### src/design/afk_pkg.sv
// ----------------------------------------------------------------------------
// afk_pkg
// Shared types and constants of the arm forward kinematics block: angle
// folding limits, CORDIC seed and arctangent table, matrix and queue types.
// ----------------------------------------------------------------------------
package afk_pkg;

   localparam int MAX_STAGES = 24;
   localparam int JOINTS     = 5;

   localparam logic signed [16:0] FULL_TURN    = 17'sd23040;
   localparam logic signed [16:0] HALF_TURN    = 17'sd11520;
   localparam logic signed [16:0] QUARTER_TURN = 17'sd5760;

   localparam logic signed [32:0] CORDIC_X0 = 33'sd652032874;
   localparam logic signed [32:0] TRIG_ONE  = 33'sd16384;

   // atan(2^-i) in 2^-22 degree
   localparam logic signed [31:0] ATAN_TAB [0:MAX_STAGES-1] = '{
      32'sd188743680, 32'sd111421900, 32'sd58872272, 32'sd29884485,
      32'sd15000234,  32'sd7507429,   32'sd3754631,  32'sd1877430,
      32'sd938729,    32'sd469366,    32'sd234683,   32'sd117342,
      32'sd58671,     32'sd29335,     32'sd14668,    32'sd7334,
      32'sd3667,      32'sd1833,      32'sd917,      32'sd458,
      32'sd229,       32'sd115,       32'sd57,       32'sd29
   };

   localparam int CSR_INDEX_W = 3;
   localparam logic [CSR_INDEX_W-1:0] CSR_LINK1_Z = 3'd0;
   localparam logic [CSR_INDEX_W-1:0] CSR_LINK2_Z = 3'd1;
   localparam logic [CSR_INDEX_W-1:0] CSR_LINK3_Z = 3'd2;
   localparam logic [CSR_INDEX_W-1:0] CSR_LINK4_Z = 3'd3;
   localparam logic [CSR_INDEX_W-1:0] CSR_LINK5_X = 3'd4;

   localparam logic [1:0] POS_COLUMN = 2'd3;

   typedef logic signed [15:0] trig_type;
   typedef logic signed [15:0] offset_type;
   typedef logic signed [19:0] entry_type;
   typedef logic signed [35:0] prod_type;
   typedef logic signed [36:0] pos_type;

   typedef struct packed {
      trig_type [JOINTS-1:0] s;
      trig_type [JOINTS-1:0] c;
   } sincos_type;

   typedef struct packed {
      entry_type [2:0][2:0] r;
      pos_type   [2:0]      p;
   } xform_type;

endpackage

### src/design/afk_queue.sv
// ----------------------------------------------------------------------------
// afk_queue
// Short register queue of sine/cosine sets between the front and back ends.
// ----------------------------------------------------------------------------
module afk_queue import afk_pkg::*; #(
   parameter int DEPTH = 4
) (
   input  logic       clock,
   input  logic       reset,
   input  logic       push,
   input  sincos_type push_data,
   input  logic       pop,
   output logic       empty,
   output sincos_type head
);

   localparam int PW = (DEPTH > 1) ? $clog2(DEPTH) : 1;
   localparam int CW = $clog2(DEPTH + 1);

   sincos_type    mem_ff [DEPTH];
   logic [PW-1:0] wr_ptr_ff, rd_ptr_ff;
   logic [CW-1:0] count_ff;
   logic          full;

   assign empty = (count_ff == '0);
   assign full  = (count_ff == CW'(DEPTH));
   assign head  = mem_ff[rd_ptr_ff];

   always_ff @(posedge clock) begin
      if (push)
         mem_ff[wr_ptr_ff] <= push_data;
      if (reset) begin
         wr_ptr_ff <= '0;
         rd_ptr_ff <= '0;
         count_ff  <= '0;
      end else begin
         if (push)
            wr_ptr_ff <= (wr_ptr_ff == PW'(DEPTH - 1)) ? '0 : wr_ptr_ff + 1'b1;
         if (pop)
            rd_ptr_ff <= (rd_ptr_ff == PW'(DEPTH - 1)) ? '0 : rd_ptr_ff + 1'b1;
         if (push && !pop)
            count_ff <= count_ff + 1'b1;
         else if (!push && pop)
            count_ff <= count_ff - 1'b1;
      end
   end

   a_no_overflow: assert property (@(posedge clock) disable iff (reset)
      push |-> !full || pop)
      else $error("queue push while full");

   a_no_underflow: assert property (@(posedge clock) disable iff (reset)
      pop |-> !empty)
      else $error("queue pop while empty");

endmodule

### config.mk
export PLATFORM = sky130hd
export DESIGN_NAME = afk_queue
export DESIGN_NICKNAME = d
export VERILOG_FILES = /design/src/design/afk_pkg.sv /design/src/design/afk_queue.sv
export SDC_FILE = /design/constraint.sdc
export NUM_CORES = 1
export LEC_CHECK = 0
export ABC_CLOCK_PERIOD_IN_PS = 6400
export BUFFER_PORTS_ARGS = -buffer_cell sky130_fd_sc_hd__buf_4
export CAP_MARGIN = 20
export CORE_MARGIN = 1.5
export CORE_UTILIZATION = 57
export CTS_CLUSTER_SIZE = 30
export DETAILED_ROUTE_END_ITERATION = 10
export PLACE_DENSITY_LB_ADDON = 0.3
export SYNTH_ARGS = -nofsm -noshare
export SYNTH_HDL_FRONTEND = slang
export SYNTH_SLANG_ARGS = --single-unit
### constraint.sdc
create_clock -name clock -period 6.4 [get_ports clock]
set_clock_uncertainty 0.05 [all_clocks]
set_input_delay 1.28 -clock clock [delete_from_list [all_inputs] [get_ports clock]]
set_output_delay 1.28 -clock clock [all_outputs]
set_load 0.01 [all_outputs]
**Word level (Yosys, flattened, before mapping)**

Memory sizes are Yosys's and may differ from the RTL's. A register that Yosys moved wholly into a read port is not among the register bits.
Index checks and enable logic that the tools add are counted.

- Output and inout port bits: 161
- Memory bits (writable): 640
- Input bits: 164
- Flip-flop bits (word level): 7
- Logic and storage cells: 24
- Memories: 1
- Bits in read-only memories: 0
- Bits in latches: 0

- Order comparisons: 0
- Shift operators: 0
- Muxes and demuxes: 8
- Bitwise logic cells: 0
- Eq/ne operators: 2
- Div/mod/pow operators: 0
- Add/subtract/negate cells: 4
- Multiply operators: 0
- Reduce and logical (&&, ||, !) cells: 6

Memory list:

| memory | words | bits a word | rd ports | clocked after memory_dff | wr ports | line | text |
|---|---|---|---|---|---|---|---|
| mem_ff | 4 | 160 | 1 | 1 | 1 | afk_queue.sv:20 | `sincos_type mem_ff [DEPTH];` |

Operators by type and width:

| kind | number |
|---|---|
| $mux W2 | 4 |
| $mux W3 | 2 |
| $add A2 B1 Y2 const B | 2 |
| $eq A2 B2 Y1 const B | 2 |
| $add A3 B1 Y3 const B | 1 |
| $logic_not A3 Y1 | 1 |
| $sub A3 B1 Y3 const B | 1 |
| $logic_and A1 B1 Y1 | 2 |
| $logic_not A1 Y1 | 2 |
| $mux W1 | 2 |
| $reduce_bool A2 Y1 | 1 |

**Logic depth before layout (Yosys ltp)**

Gate-level depths: netlist of run 1.

- Depth after elaboration: 4
- Mapped depth: 7
- Mapped depth without buffers: 7

**Least setup slack after synthesis of run 1**

Ideal clock, no wire load.

- Path type: input port to flip-flop
- From: input push
- To: memory mem_ff[0][0] in the netlist's numbering (enable)
- Setup slack: 0.885 ns
- Arrival: 4.926 ns
- Path buffers: 0
- Stages on the path: 1
- Cells stage by stage: and2_1

- Word-level cells in the longest chain between the ends: 2

Ends and longest elaborated chain:

| item | line | text |
|---|---|---|
| start: declaration | afk_queue.sv:10 | `input logic push,` |
| $mux W1 | afk_queue.sv:30 | `if (push)` |
| $mux W1 (not written as such) | afk_queue.sv:31 | `mem_ff[wr_ptr_ff] <= push_data;` |
| end: declaration | afk_queue.sv:20 |  |

No other way between the ends.

==> results of run 1 <==
==> through the flow <==
step           area (um^2)  power [uW]  instances
6_report             28500        9220       1827
5_1_grt              28500        9520       1825
4_1_cts              28500        9310       1825
3_5_place_dp         26500        5900       1714
3_3_place_gp         26500        5870       1714
2_1_floorplan        23500        5470        879
==> layer usage <==
metal  vias to the layer above  share of wire  global-route usage
met2                       339           0.48               0.309
met3                        68          0.099              0.0667
met4                         2          0.022              0.0634
met1                      5391           0.40               0.286
li1                       4551              -                   -
met5                         -        0.00030                   0
==> cells by family after synthesis <==
family | after synthesis | synth area share
AOI/OAI and AO/OA | 3 | 0.000639
xor gates and xnor gates | 2 | 0.000746
adders and majority gates | 7 | 0.00405
buffers and inverters | 40 | 0.0109
DFF | 649 | 0.826
muxes | 164 | 0.155
and+or+nand+nor | 14 | 0.00298
==> registers in the layout, indices dropped and copies added, names as in the netlist, named ones only <==
name	count
count_ff	3
wr_ptr_ff	2
mem_ff	640
rd_ptr_ff	2
==> worst register-to-register path, delay by kind of cell (launching register included) <==
kind / cells / cell delay, ps
and+or+nand+nor: 1 / 580
DFF: 1 / 420
adders and majority gates: 1 / 220
buffers and inverters: 1 / 870
==> placed cells by master (no fill, tap or decap), drive strengths merged <==
master      n
nor2        7
nor3        1
diode       2
edfxtp    640
o21ai       1
inv         5
bufinv      4
nor3b       1
fa          1
mux4      160
clkbuf     77
a21oi       2
clkinv     28
xor2        2
or3         1
clkinvlp    1
dfxtp       9
and2        4
ha          6
mux2i       4
buf       339
==> layout make-up <==
cell class              count  area [um^2]
flip-flops and latches    649        19400
fillers                  2425        12300
multi-input cells         190         3850
repair buffers            339         2610
clock buffers              77         1660
well taps                 532          666
clock inverters            34          274
inverters                   4         15.0
diodes                      2         5.00
==> how the worst max path moves through the flow <==
stage	start	to	depth (start not counted)
floorplan	push	mem_ff[0][0]	1
global placement	register	head[124]	3
detailed placement	register	head[138]	3
CTS	register	head[138]	3
global route	register	head[124]	3
finish	register	head[138]	3
==> power breakdown <==
part	leakage [uW]	switching (uW)	internal, uW
combinational	0.00266	421	439
sequential	0.00595	57.6	4870
clock	0.000956	1440	1980
==> flow_summary.rst, run 1 <==
.. list-table::
   :header-rows: 1

   * - Metric
     - Value
   * - Die span in x
     - 206 um
   * - Hold_buf cts
     - 0
   * - Sequential share of the synthesized area
     - 0.826
   * - Violation count after the first detailed-routing iteration
     - 847
   * - Remaining number of nets flagged by the antenna check after routing
     - 0
   * - Synthesis Warnings
     - 0
   * - Async set-or-reset flop fraction in the synthesized netlist
     - 0
   * - Hold Path End
     - count_ff[2]
   * - Cells after Synth
     - 879
   * - Number of synthesized flops with an enable pin
     - 640
   * - Maximum number of pins on one net before global-route repair
     - 89
   * - Layout area overhead
     - 21.2%
   * - Unrepaired setup endpoints after global routing
     - false
   * - Final core utilization
     - 0.699
   * - Insertion delay of the later-clocked pin in the worst-skew pair
     - 600 ps
   * - List of most frequent post-synthesis cells
     - sky130_fd_sc_hd__edfxtp_1, sky130_fd_sc_hd__mux4_2, sky130_fd_sc_hd__buf_2, sky130_fd_sc_hd__buf_6, sky130_fd_sc_hd__dfxtp_1
   * - Kind of critical path
     - register to output port
   * - # nets final
     - 1416
   * - Crit path DAT
     - 2920 ps
   * - Sum of overflow across all layers after global routing
     - 0
   * - Dpl ws
     - 2630 ps
   * - Proportion of layout cells with a drive suffix above 1
     - 0.459
   * - Endpoint class of the critical path
     - output port
   * - Number of clock sinks
     - 649
   * - Cells resized by post-CTS repair
     - 0
   * - Worst hold margin
     - 445 ps
   * - Std cell rows
     - 74
   * - Slowest stage cell on the critical path
     - sky130_fd_sc_hd__dfxtp_4
   * - Most instantiated flip-flop cell in the synthesis netlist
     - sky130_fd_sc_hd__edfxtp_1
   * - Clock input transition at the sequential cells of the worst setup and hold paths
     - 60 ps
   * - Required time reported for the critical path endpoint
     - 5070 ps
   * - Total negative slack for setup checks
     - 0 ps
   * - Top post-synthesis cells by area
     - sky130_fd_sc_hd__edfxtp_1, sky130_fd_sc_hd__mux4_2, sky130_fd_sc_hd__dfxtp_1
   * - Max capacitance violation total
     - 0
   * - Critical Path Max Stage Delay
     - 920 ps
   * - CTS tree
     - done
   * - First-pass GRT wire length
     - 63.4 mm
   * - Via Count
     - 10400
   * - Mapped Avg Cell Area
     - 26.7 um^2
   * - DRC Markers
     - 0
   * - Cell occurring most often along the worst timing path
     - sky130_fd_sc_hd__buf_4
   * - Post-route minimum period
     - 4250 ps
   * - Final worst-path setup slack
     - 2150 ps
   * - Max IR drop VDD
     - 278 uV
   * - Max FO, Critical Path
     - 42
   * - Pwr Density
     - 324 nW/um^2
   * - Cell-by-cell trace of the critical path
     - buf_4 -> mux4_2 -> buf_4
   * - Floorplan Core Area
     - 40700 um^2
   * - Synth Register Bits
     - 649
   * - Run status
     - finished clean
   * - Die ar.
     - 42400 um^2
   * - Launch point of the worst hold path
     - count_ff[2]
   * - Vias in the first global route
     - 10600
   * - Sum of buffers and inverters on the critical path
     - 2
   * - Hold path depth
     - 2
   * - Hold Vio Cnt, Final
     - 0
   * - Synthesized net count
     - 1050
   * - IO Port Bufs
     - 324
   * - Final setup vio count
     - 0
   * - Fraction of the cycle the final worst path needs
     - 0.664
   * - Die outline height
     - 206 um
   * - Worst slew slack as a fraction of its limit
     - 0.334
   * - R2R depth
     - 3
   * - Buffer depth of the longest clock path
     - 3
   * - Worst r2r src
     - wr_ptr_ff[0]
   * - Biggest area consumer among synthesized cells
     - sky130_fd_sc_hd__edfxtp_1
   * - TritonCTS buffer count
     - 61
   * - Post-Route WL
     - 43.0 mm
   * - Effective utilization at floorplan
     - 0.577
   * - Delay-heaviest family, CP
     - flip-flops
   * - DR pass1 iterations
     - 4
   * - Setup fix buffers added after clock tree synthesis
     - 0
   * - Type of element launching the critical path
     - register
   * - Cell area after synthesis
     - 23500 um^2
   * - Number of slew-limit violations in the final report
     - 0
   * - Capture point of the worst reg-to-reg path
     - mem_ff[3][40]
   * - Maximum level of the CTS H-tree
     - 2
   * - Peak Freq
     - 235 MHz
   * - Cell with the most instances after synthesis
     - sky130_fd_sc_hd__edfxtp_1
   * - Vias per inst
     - 5.67
   * - Synth unique cells
     - 18
   * - Half-perimeter wire length of the detailed placement result
     - 25.7 mm
   * - Worst Tran Pin Value
     - 1000 ps
   * - Clock Tree Root
     - sky130_fd_sc_hd__clkbuf_16
   * - Weighted congestion at the end of routability-driven global placement
     - 0.735
   * - Global router's overall resource usage
     - 0.204
   * - Leakage component of the power
     - 0.00957 uW
   * - Boundary Pins
     - 325
   * - Antenna violations before repair
     - 3
   * - Wire length per cell after detailed routing
     - 23.6 um
   * - Type of the most critical hold path
     - register to register
   * - Area share of the leading cell type in the synthesized netlist
     - 0.818
   * - FF-to-FF setup slack
     - 3800 ps
(Power assumes the default switching activity.)
==> inputs of run 2 (changes only) <==
- ABC_AREA: default -> 1
- ABC_CLOCK_PERIOD_IN_PS: 6400 -> 3730
- CORE_UTILIZATION: 57 -> 52
- clock period: 6.4 -> 3.73 ns (I/O delays scaled with it)
==> flow_summary.rst, run 2 <==
.. list-table::
   :header-rows: 1

   * - Metric
     - Value
   * - Sum of buffers and inverters on the critical path
     - 3 (was 2)
   * - Max IR drop VDD
     - 437 uV (was 278 uV)
   * - Insertion delay of the later-clocked pin in the worst-skew pair
     - 590 ps (was 600 ps)
   * - Unrepaired setup endpoints after global routing
     - false (unchanged)
   * - Clock input transition at the sequential cells of the worst setup and hold paths
     - 60 ps (about the same)
   * - Delay-heaviest family, CP
     - buffers and inverters (was flip-flops)
   * - Post-route minimum period
     - 3310 ps
   * - Worst slew slack as a fraction of its limit
     - 0.295 (was 0.334)
   * - Synth Register Bits
     - 649 (unchanged)
   * - Die outline height
     - 218 um (was 206 um)
   * - Antenna violations before repair
     - 1 (was 3)
   * - Cells after Synth
     - 1605 (was 879)
   * - Most flop-heavy register
     - mem_ff (unchanged)
   * - Run status
     - finished clean (unchanged)
   * - Slowest stage cell on the critical path
     - sky130_fd_sc_hd__inv_8 (was sky130_fd_sc_hd__dfxtp_4)
   * - Instance area at placement
     - 27200 um^2 (was 26500 um^2)
   * - Total of fill cells in the finished design
     - 3218 (was 2425)
   * - # nets final
     - 2095 (was 1416)
   * - Fraction of the cycle the final worst path needs
     - 0.886
   * - Buffer depth of the longest clock path
     - 3 (unchanged)
   * - Kind of critical path
     - register to output port (unchanged)
   * - Leakage component of the power
     - 0.0101 uW (was 0.00957 uW)
   * - First-pass GRT wire length
     - 78.9 mm (was 63.4 mm)
   * - Max capacitance violation total
     - 0 (unchanged)
   * - Remaining number of nets flagged by the antenna check after routing
     - 0 (unchanged)
   * - Cell area after synthesis
     - 24000 um^2 (was 23500 um^2)
   * - Vias per inst
     - 5.59 (was 5.67)
   * - Biggest area consumer among synthesized cells
     - sky130_fd_sc_hd__edfxtp_1 (unchanged)
   * - Biggest registers after layout
     - mem_ff (640), count_ff (3) (unchanged)
   * - Maximum level of the CTS H-tree
     - 3 (was 2)
   * - Boundary Pins
     - 325 (unchanged)
   * - Setup fix buffers added after clock tree synthesis
     - 0 (unchanged)
   * - Clock Tree Root
     - sky130_fd_sc_hd__clkbuf_16 (unchanged)
   * - Number of synthesized flops with an enable pin
     - 640 (unchanged)
   * - Final setup vio count
     - 0 (unchanged)
   * - Total negative slack for setup checks
     - 0 ps (unchanged)
   * - Leading cell type in the layout, fill and taps excluded
     - sky130_fd_sc_hd__edfxtp_1 (unchanged)
   * - Worst r2r src
     - wr_ptr_ff[1] (was wr_ptr_ff[0])
   * - Layout area overhead
     - 21.7% (was 21.2%)
   * - Crit path DAT
     - 2510 ps (was 2920 ps)
   * - Cell with the most instances after synthesis
     - sky130_fd_sc_hd__edfxtp_1 (unchanged)
   * - Hold Vio Cnt, Final
     - 0 (unchanged)
   * - Die ar.
     - 47400 um^2 (was 42400 um^2)
   * - Async set-or-reset flop fraction in the synthesized netlist
     - 0 (unchanged)
   * - List of most frequent post-synthesis cells
     - sky130_fd_sc_hd__edfxtp_1, sky130_fd_sc_hd__nor2_1, sky130_fd_sc_hd__o21ai_0, sky130_fd_sc_hd__o22ai_1, sky130_fd_sc_hd__o21ai_1 (was sky130_fd_sc_hd__edfxtp_1, sky130_fd_sc_hd__mux4_2, sky130_fd_sc_hd__buf_2, sky130_fd_sc_hd__buf_6, sky130_fd_sc_hd__dfxtp_1)
   * - Cell-by-cell trace of the critical path
     - inv_8 -> buf_12 -> o21ai_0 -> o22ai_1 -> buf_4 (was buf_4 -> mux4_2 -> buf_4)
   * - Vias in the first global route
     - 14400 (was 10600)
   * - Number of slew-limit violations in the final report
     - 0 (unchanged)
   * - Maximum number of pins on one net before global-route repair
     - 161 (was 89)
   * - Sum of overflow across all layers after global routing
     - 0 (unchanged)
   * - Proportion of layout cells with a drive suffix above 1
     - 0.228 (was 0.459)
   * - Area used by multi-input combinational logic
     - 4020 um^2 (was 3850 um^2)
   * - Total power consumption of the routed design
     - 16300 uW (was 9220 uW)
   * - Wire length per cell after detailed routing
     - 20.2 um (was 23.6 um)
   * - Max FO, Critical Path
     - 102 (was 42)
   * - Worst Tran Pin Value
     - 1060 ps (was 1000 ps)
   * - Type of the most critical hold path
     - primary input to register (was register to register)
   * - Effective utilization at floorplan
     - 0.527 (was 0.577)
   * - Floorplan Core Area
     - 45500 um^2 (was 40700 um^2)
   * - Global router's overall resource usage
     - 0.219 (was 0.204)
   * - Area occupied by registers
     - 19400 um^2 (unchanged)
   * - Launch point of the worst hold path
     - reset (was count_ff[2])
   * - Number of flip-flops under the largest register name
     - 640 (unchanged)
   * - TritonCTS buffer count
     - 66 (was 61)
   * - Leading cell types in the layout, fill and taps excluded
     - sky130_fd_sc_hd__edfxtp_1, sky130_fd_sc_hd__buf_4, sky130_fd_sc_hd__nor2_1 (was sky130_fd_sc_hd__edfxtp_1, sky130_fd_sc_hd__buf_4, sky130_fd_sc_hd__mux4_2)
   * - Sequential share of the synthesized area
     - 0.809 (was 0.826)
   * - Synthesized net count
     - 1776 (was 1050)
   * - Type of element launching the critical path
     - register (unchanged)
   * - Area share of the leading cell type in the synthesized netlist
     - 0.801 (was 0.818)
   * - Via Count
     - 14400 (was 10400)
   * - Die span in x
     - 218 um (was 206 um)
   * - Half-perimeter wire length of the detailed placement result
     - 29.1 mm (was 25.7 mm)
   * - IO Port Bufs
     - 324 (unchanged)
   * - Pwr Density
     - 559 nW/um^2 (was 324 nW/um^2)
   * - Most instantiated flip-flop cell in the synthesis netlist
     - sky130_fd_sc_hd__edfxtp_1 (unchanged)
   * - Critical Path Max Stage Delay
     - 480 ps (was 920 ps)
   * - Required time reported for the critical path endpoint
     - 2930 ps (was 5070 ps)
   * - Synth unique cells
     - 21 (was 18)
   * - Layout Cell Area excl Fill
     - 29200 um^2 (was 28500 um^2)
   * - Number of clock sinks
     - 649 (unchanged)
   * - Mapped Avg Cell Area
     - 14.9 um^2 (was 26.7 um^2)
   * - CTS tree
     - done (unchanged)
   * - DRC Markers
     - 0 (unchanged)
   * - Synthesis Warnings
     - 0 (unchanged)
   * - Weighted congestion at the end of routability-driven global placement
     - 0.757 (was 0.735)
   * - Hold_buf cts
     - 0 (unchanged)
   * - Worst hold margin
     - 292 ps (was 445 ps)
   * - Peak Freq
     - 303 MHz
   * - Post-Route WL
     - 52.0 mm (was 43.0 mm)
   * - Violation count after the first detailed-routing iteration
     - 999 (was 847)
   * - DR pass1 iterations
     - 5 (was 4)
   * - Cells resized by post-CTS repair
     - 0 (unchanged)
   * - Endpoint class of the critical path
     - output port (unchanged)
   * - Std cell rows
     - 78 (was 74)
   * - Top post-synthesis cells by area
     - sky130_fd_sc_hd__edfxtp_1, sky130_fd_sc_hd__nor2_1, sky130_fd_sc_hd__o22ai_1 (was sky130_fd_sc_hd__edfxtp_1, sky130_fd_sc_hd__mux4_2, sky130_fd_sc_hd__dfxtp_1)
-- run 2: cell count changes in the layout (fill, tap and decap cells not counted), sizes merged, moves of 3 or more --
cell,previous run,this run
and2,4,0
buf,339,356
bufinv,4,1
clkbuf,77,93
clkinv,28,21
clkinvlp,1,5
inv,5,13
mux2i,4,0
mux4,160,0
nand2,0,8
nor2,7,328
o21ai,1,323
o22ai,0,160
-- run 2: logic make-up (layout without fill, tap and decap cells) --
| kind of cell | count (synthesis) | in the layout | synth area share |
|---|---|---|---|
| DFF | 649 | 649 | 0.809 |
| AOI/OAI and AO/OA | 486 | 486 | 0.110 |
| and+or+nand+nor | 341 | 341 | 0.0537 |
| buffers and inverters | 121 | 489 | 0.0234 |
| adders and majority gates | 7 | 7 | 0.00396 |
| xor gates and xnor gates | 1 | 1 | 0.000365 |
| other | 0 | 1 | 0 |
-- run 2: through the flow --
| step | setup WS [ps] | std cells | util |
|---|---|---|---|
| detailed placement | 1090 | 2456 | 0.597 |
| global route | 292 | 2573 | 0.642 |
| global placement | 1120 | 2456 | 0.597 |
| finish | 424 | 2574 | 0.642 |
| floorplan | 88.4 | 1605 | - |
| CTS | 374 | 2573 | 0.642 |
-- run 2: where the power goes --
part / internal (uW) / switching [uW]
Clock: 3570 / 2550
Sequential: 8340 / 75.4
Combinational: 709 / 1050
-- run 2: path summary, 6_finish.rpt --
kind	end	slack (ps)	depth (start not counted)
max	head[158]	420	5
min	count_ff[0]	290	2
max reg2reg	mem_ff[1][76]	1400	5
min reg2reg	count_ff[2]	480	4
-- run 2: area by class of cell --
class                           count  share of cell area
Timing Repair Buffer              356              0.0993
Multi-Input combinational cell    835               0.138
Tap cell                          600              0.0257
Inverter                           16             0.00292
Clock buffer                       93              0.0644
Sequential cell                   649               0.665
Clock inverter                     24             0.00467
Antenna cell                        1           0.0000858
-- run 2: layer usage --
layer | global-route usage | share of wire
met1 | 0.276 | 0.40
met2 | 0.362 | 0.49
met3 | 0.0718 | 0.085
met4 | 0.0699 | 0.024
met5 | 0 | 0
==> inputs of run 3 (changes only) <==
- ABC_AREA: 1 -> 0
- CORE_UTILIZATION: 52 -> 51
- TNS_END_PERCENT: default -> 5
==> flow_summary.rst, run 3 (synthesis gave the netlist of run 1 again) <==
.. list-table::
   :header-rows: 1

   * - Metric
     - Value
   * - Worst hold margin
     - 313 ps (was 292 ps)
   * - Crit path DAT
     - 2340 ps (was 2510 ps)
   * - Post-Route WL
     - 44.3 mm (was 52.0 mm)
   * - Worst Tran Pin Value
     - 713 ps (was 1060 ps)
   * - Effective utilization at floorplan
     - 0.518 (was 0.527)
   * - Max IR drop VDD
     - 615 uV (was 437 uV)
   * - Hold Vio Cnt, Final
     - 0 (unchanged)
   * - # nets final
     - 1426 (was 2095)
   * - Post-Layout Cell Count
     - 1903 (was 2574)
   * - TritonCTS buffer count
     - 66 (unchanged)
   * - Clock input transition at the sequential cells of the worst setup and hold paths
     - 60 ps (about the same)
   * - Type of element launching the critical path
     - register (unchanged)
   * - First-pass GRT wire length
     - 66.9 mm (was 78.9 mm)
   * - Type of the most critical hold path
     - primary input to register (unchanged)
   * - Half-perimeter wire length of the detailed placement result
     - 26.5 mm (was 29.1 mm)
   * - Die outline height
     - 218 um (about the same)
   * - Max capacitance violation total
     - 0 (unchanged)
   * - Maximum number of pins on one net before global-route repair
     - 94 (was 161)
   * - Required time reported for the critical path endpoint
     - 2930 ps (about the same)
   * - Final setup vio count
     - 0 (unchanged)
   * - Leakage component of the power
     - 0.00974 uW (was 0.0101 uW)
   * - Cells resized by post-CTS repair
     - 0 (unchanged)
   * - Antenna violations before repair
     - 2 (was 1)
   * - Violation count after the first detailed-routing iteration
     - 636 (was 999)
   * - Biggest registers after layout
     - mem_ff (640), count_ff (3) (unchanged)
   * - Post-route minimum period
     - 3130 ps (was 3310 ps)
   * - Leading cell types in the layout, fill and taps excluded
     - sky130_fd_sc_hd__edfxtp_1, sky130_fd_sc_hd__buf_4, sky130_fd_sc_hd__mux4_2 (was sky130_fd_sc_hd__edfxtp_1, sky130_fd_sc_hd__buf_4, sky130_fd_sc_hd__nor2_1)
   * - Fraction of the cycle the final worst path needs
     - 0.840 (was 0.886)
   * - Total of fill cells in the finished design
     - 3009 (was 3218)
   * - Number of flip-flops under the largest register name
     - 640 (unchanged)
   * - Std cell rows
     - 78 (unchanged)
   * - Insertion delay of the later-clocked pin in the worst-skew pair
     - 570 ps (was 590 ps)
   * - Setup fix buffers added after clock tree synthesis
     - 0 (unchanged)
   * - Weighted congestion at the end of routability-driven global placement
     - 0.722 (was 0.757)
   * - Endpoint class of the critical path
     - output port (unchanged)
   * - Area used by multi-input combinational logic
     - 3850 um^2 (was 4020 um^2)
   * - Number of clock sinks
     - 649 (unchanged)
   * - Buffer depth of the longest clock path
     - 3 (unchanged)
   * - Share of total power consumed by net switching
     - 0.205 (was 0.226)
   * - Max FO, Critical Path
     - 40 (was 102)
   * - Wire length per cell after detailed routing
     - 23.3 um (was 20.2 um)
   * - IO Port Bufs
     - 324 (unchanged)
   * - Clock Tree Root
     - sky130_fd_sc_hd__clkbuf_16 (unchanged)
   * - Pwr Density
     - 571 nW/um^2 (was 559 nW/um^2)
   * - Placed Cells incl. Taps
     - 1787 (was 2456)
   * - Floorplan Core Area
     - 45400 um^2 (was 45500 um^2)
   * - Power share of the clock group
     - 0.398 (was 0.376)
   * - Part of the total power dissipated in sequential elements
     - 0.511 (was 0.516)
   * - Layout area overhead
     - 23.3% (was 21.7%)
   * - Peak Freq
     - 319 MHz (was 303 MHz)
   * - Kind of critical path
     - register to output port (unchanged)
   * - Maximum level of the CTS H-tree
     - 3 (unchanged)
   * - Leading cell type in the layout, fill and taps excluded
     - sky130_fd_sc_hd__edfxtp_1 (unchanged)
   * - FF-to-FF setup slack
     - 1750 ps (was 1400 ps)
   * - Sum of overflow across all layers after global routing
     - 0 (unchanged)
   * - DRC Markers
     - 0 (unchanged)
   * - Most flop-heavy register
     - mem_ff (unchanged)
   * - Antenna cells
     - 0 (was 1)
   * - Run status
     - finished clean (unchanged)
   * - CTS tree
     - done (unchanged)
   * - Global router's overall resource usage
     - 0.192 (was 0.219)
   * - Vias per inst
     - 5.51 (was 5.59)
   * - Via Count
     - 10500 (was 14400)
   * - Number of slew-limit violations in the final report
     - 0 (unchanged)
   * - DR pass1 iterations
     - 4 (was 5)
   * - Fraction of power consumed by combinational cells
     - 0.091 (was 0.108)
   * - Die span in x
     - 218 um (about the same)
   * - Worst slew slack as a fraction of its limit
     - 0.525 (was 0.295)
   * - Total negative slack for setup checks
     - 0 ps (unchanged)
   * - Total internal power
     - 13200 uW (was 12600 uW)
   * - Boundary Pins
     - 325 (unchanged)
   * - Hold_buf cts
     - 0 (unchanged)
   * - Vias in the first global route
     - 11100 (was 14400)
   * - Area occupied by registers
     - 19400 um^2 (unchanged)
   * - Power dissipated by switching net loads
     - 3400 uW (was 3680 uW)
   * - Unrepaired setup endpoints after global routing
     - false (unchanged)
   * - Proportion of layout cells with a drive suffix above 1
     - 0.460 (was 0.228)
   * - Die ar.
     - 47400 um^2 (about the same)
   * - Remaining number of nets flagged by the antenna check after routing
     - 0 (unchanged)
## run 3: path summary, 6_finish.rpt
path,cells after the start,from,to
worst max-delay path,3,register,head[105]
worst min-delay path,1,push_data[71],mem_ff[2][71]
worst max register to register,3,wr_ptr_ff[0],mem_ff[3][55]
worst min register to register,2,count_ff[2],count_ff[2]
## run 3: worst max-delay path, cell delays in order (launching register included)
cell	delay, ps
sky130_fd_sc_hd__dfxtp_4	820
sky130_fd_sc_hd__buf_4	370
sky130_fd_sc_hd__mux4_2	380
sky130_fd_sc_hd__buf_4	170
## run 3: layout make-up
type	count	share of cell area
multi-input combinational	190	0.133
inverter	4	0.000518
tap	600	0.0259
timing repair buffer	344	0.0952
clock inverter	30	0.0110
sequential	649	0.670
clock buffer	86	0.0647
## run 3: metrics by stage
| stage | worst slack (ps) | cell area [um^2] | utilization | power, uW |
|---|---|---|---|---|
| 2_1_floorplan | -1250 | 23500 | - | 9370 |
| 3_3_place_gp | 1160 | 26800 | 0.590 | 10100 |
| 6_report | 598 | 29000 | 0.638 | 16500 |
| 4_1_cts | 529 | 29000 | 0.638 | 16800 |
| 5_1_grt | 494 | 29000 | 0.638 | 17100 |
| 3_5_place_dp | 1170 | 26800 | 0.590 | 10100 |
## run 3: power groups by stage
stage / registers [uW] / logic [uW] / clock network, uW
global placement: 8580 / 1520 / 0
finish: 8450 / 1510 / 6590
floorplan: 8600 / 768 / 0
CTS: 8450 / 1550 / 6760
detailed placement: 8600 / 1540 / 0
global route: 8470 / 1620 / 7010
## run 3: per-layer routing
metal / vias up / wire (um) / GRT usage
met5: - / 27 / 0
met4: 4 / 1050 / 0.0662
met3: 75 / 4010 / 0.0611
met2: 363 / 20800 / 0.286
met1: 5475 / 18500 / 0.272
li1: 4573 / - / -
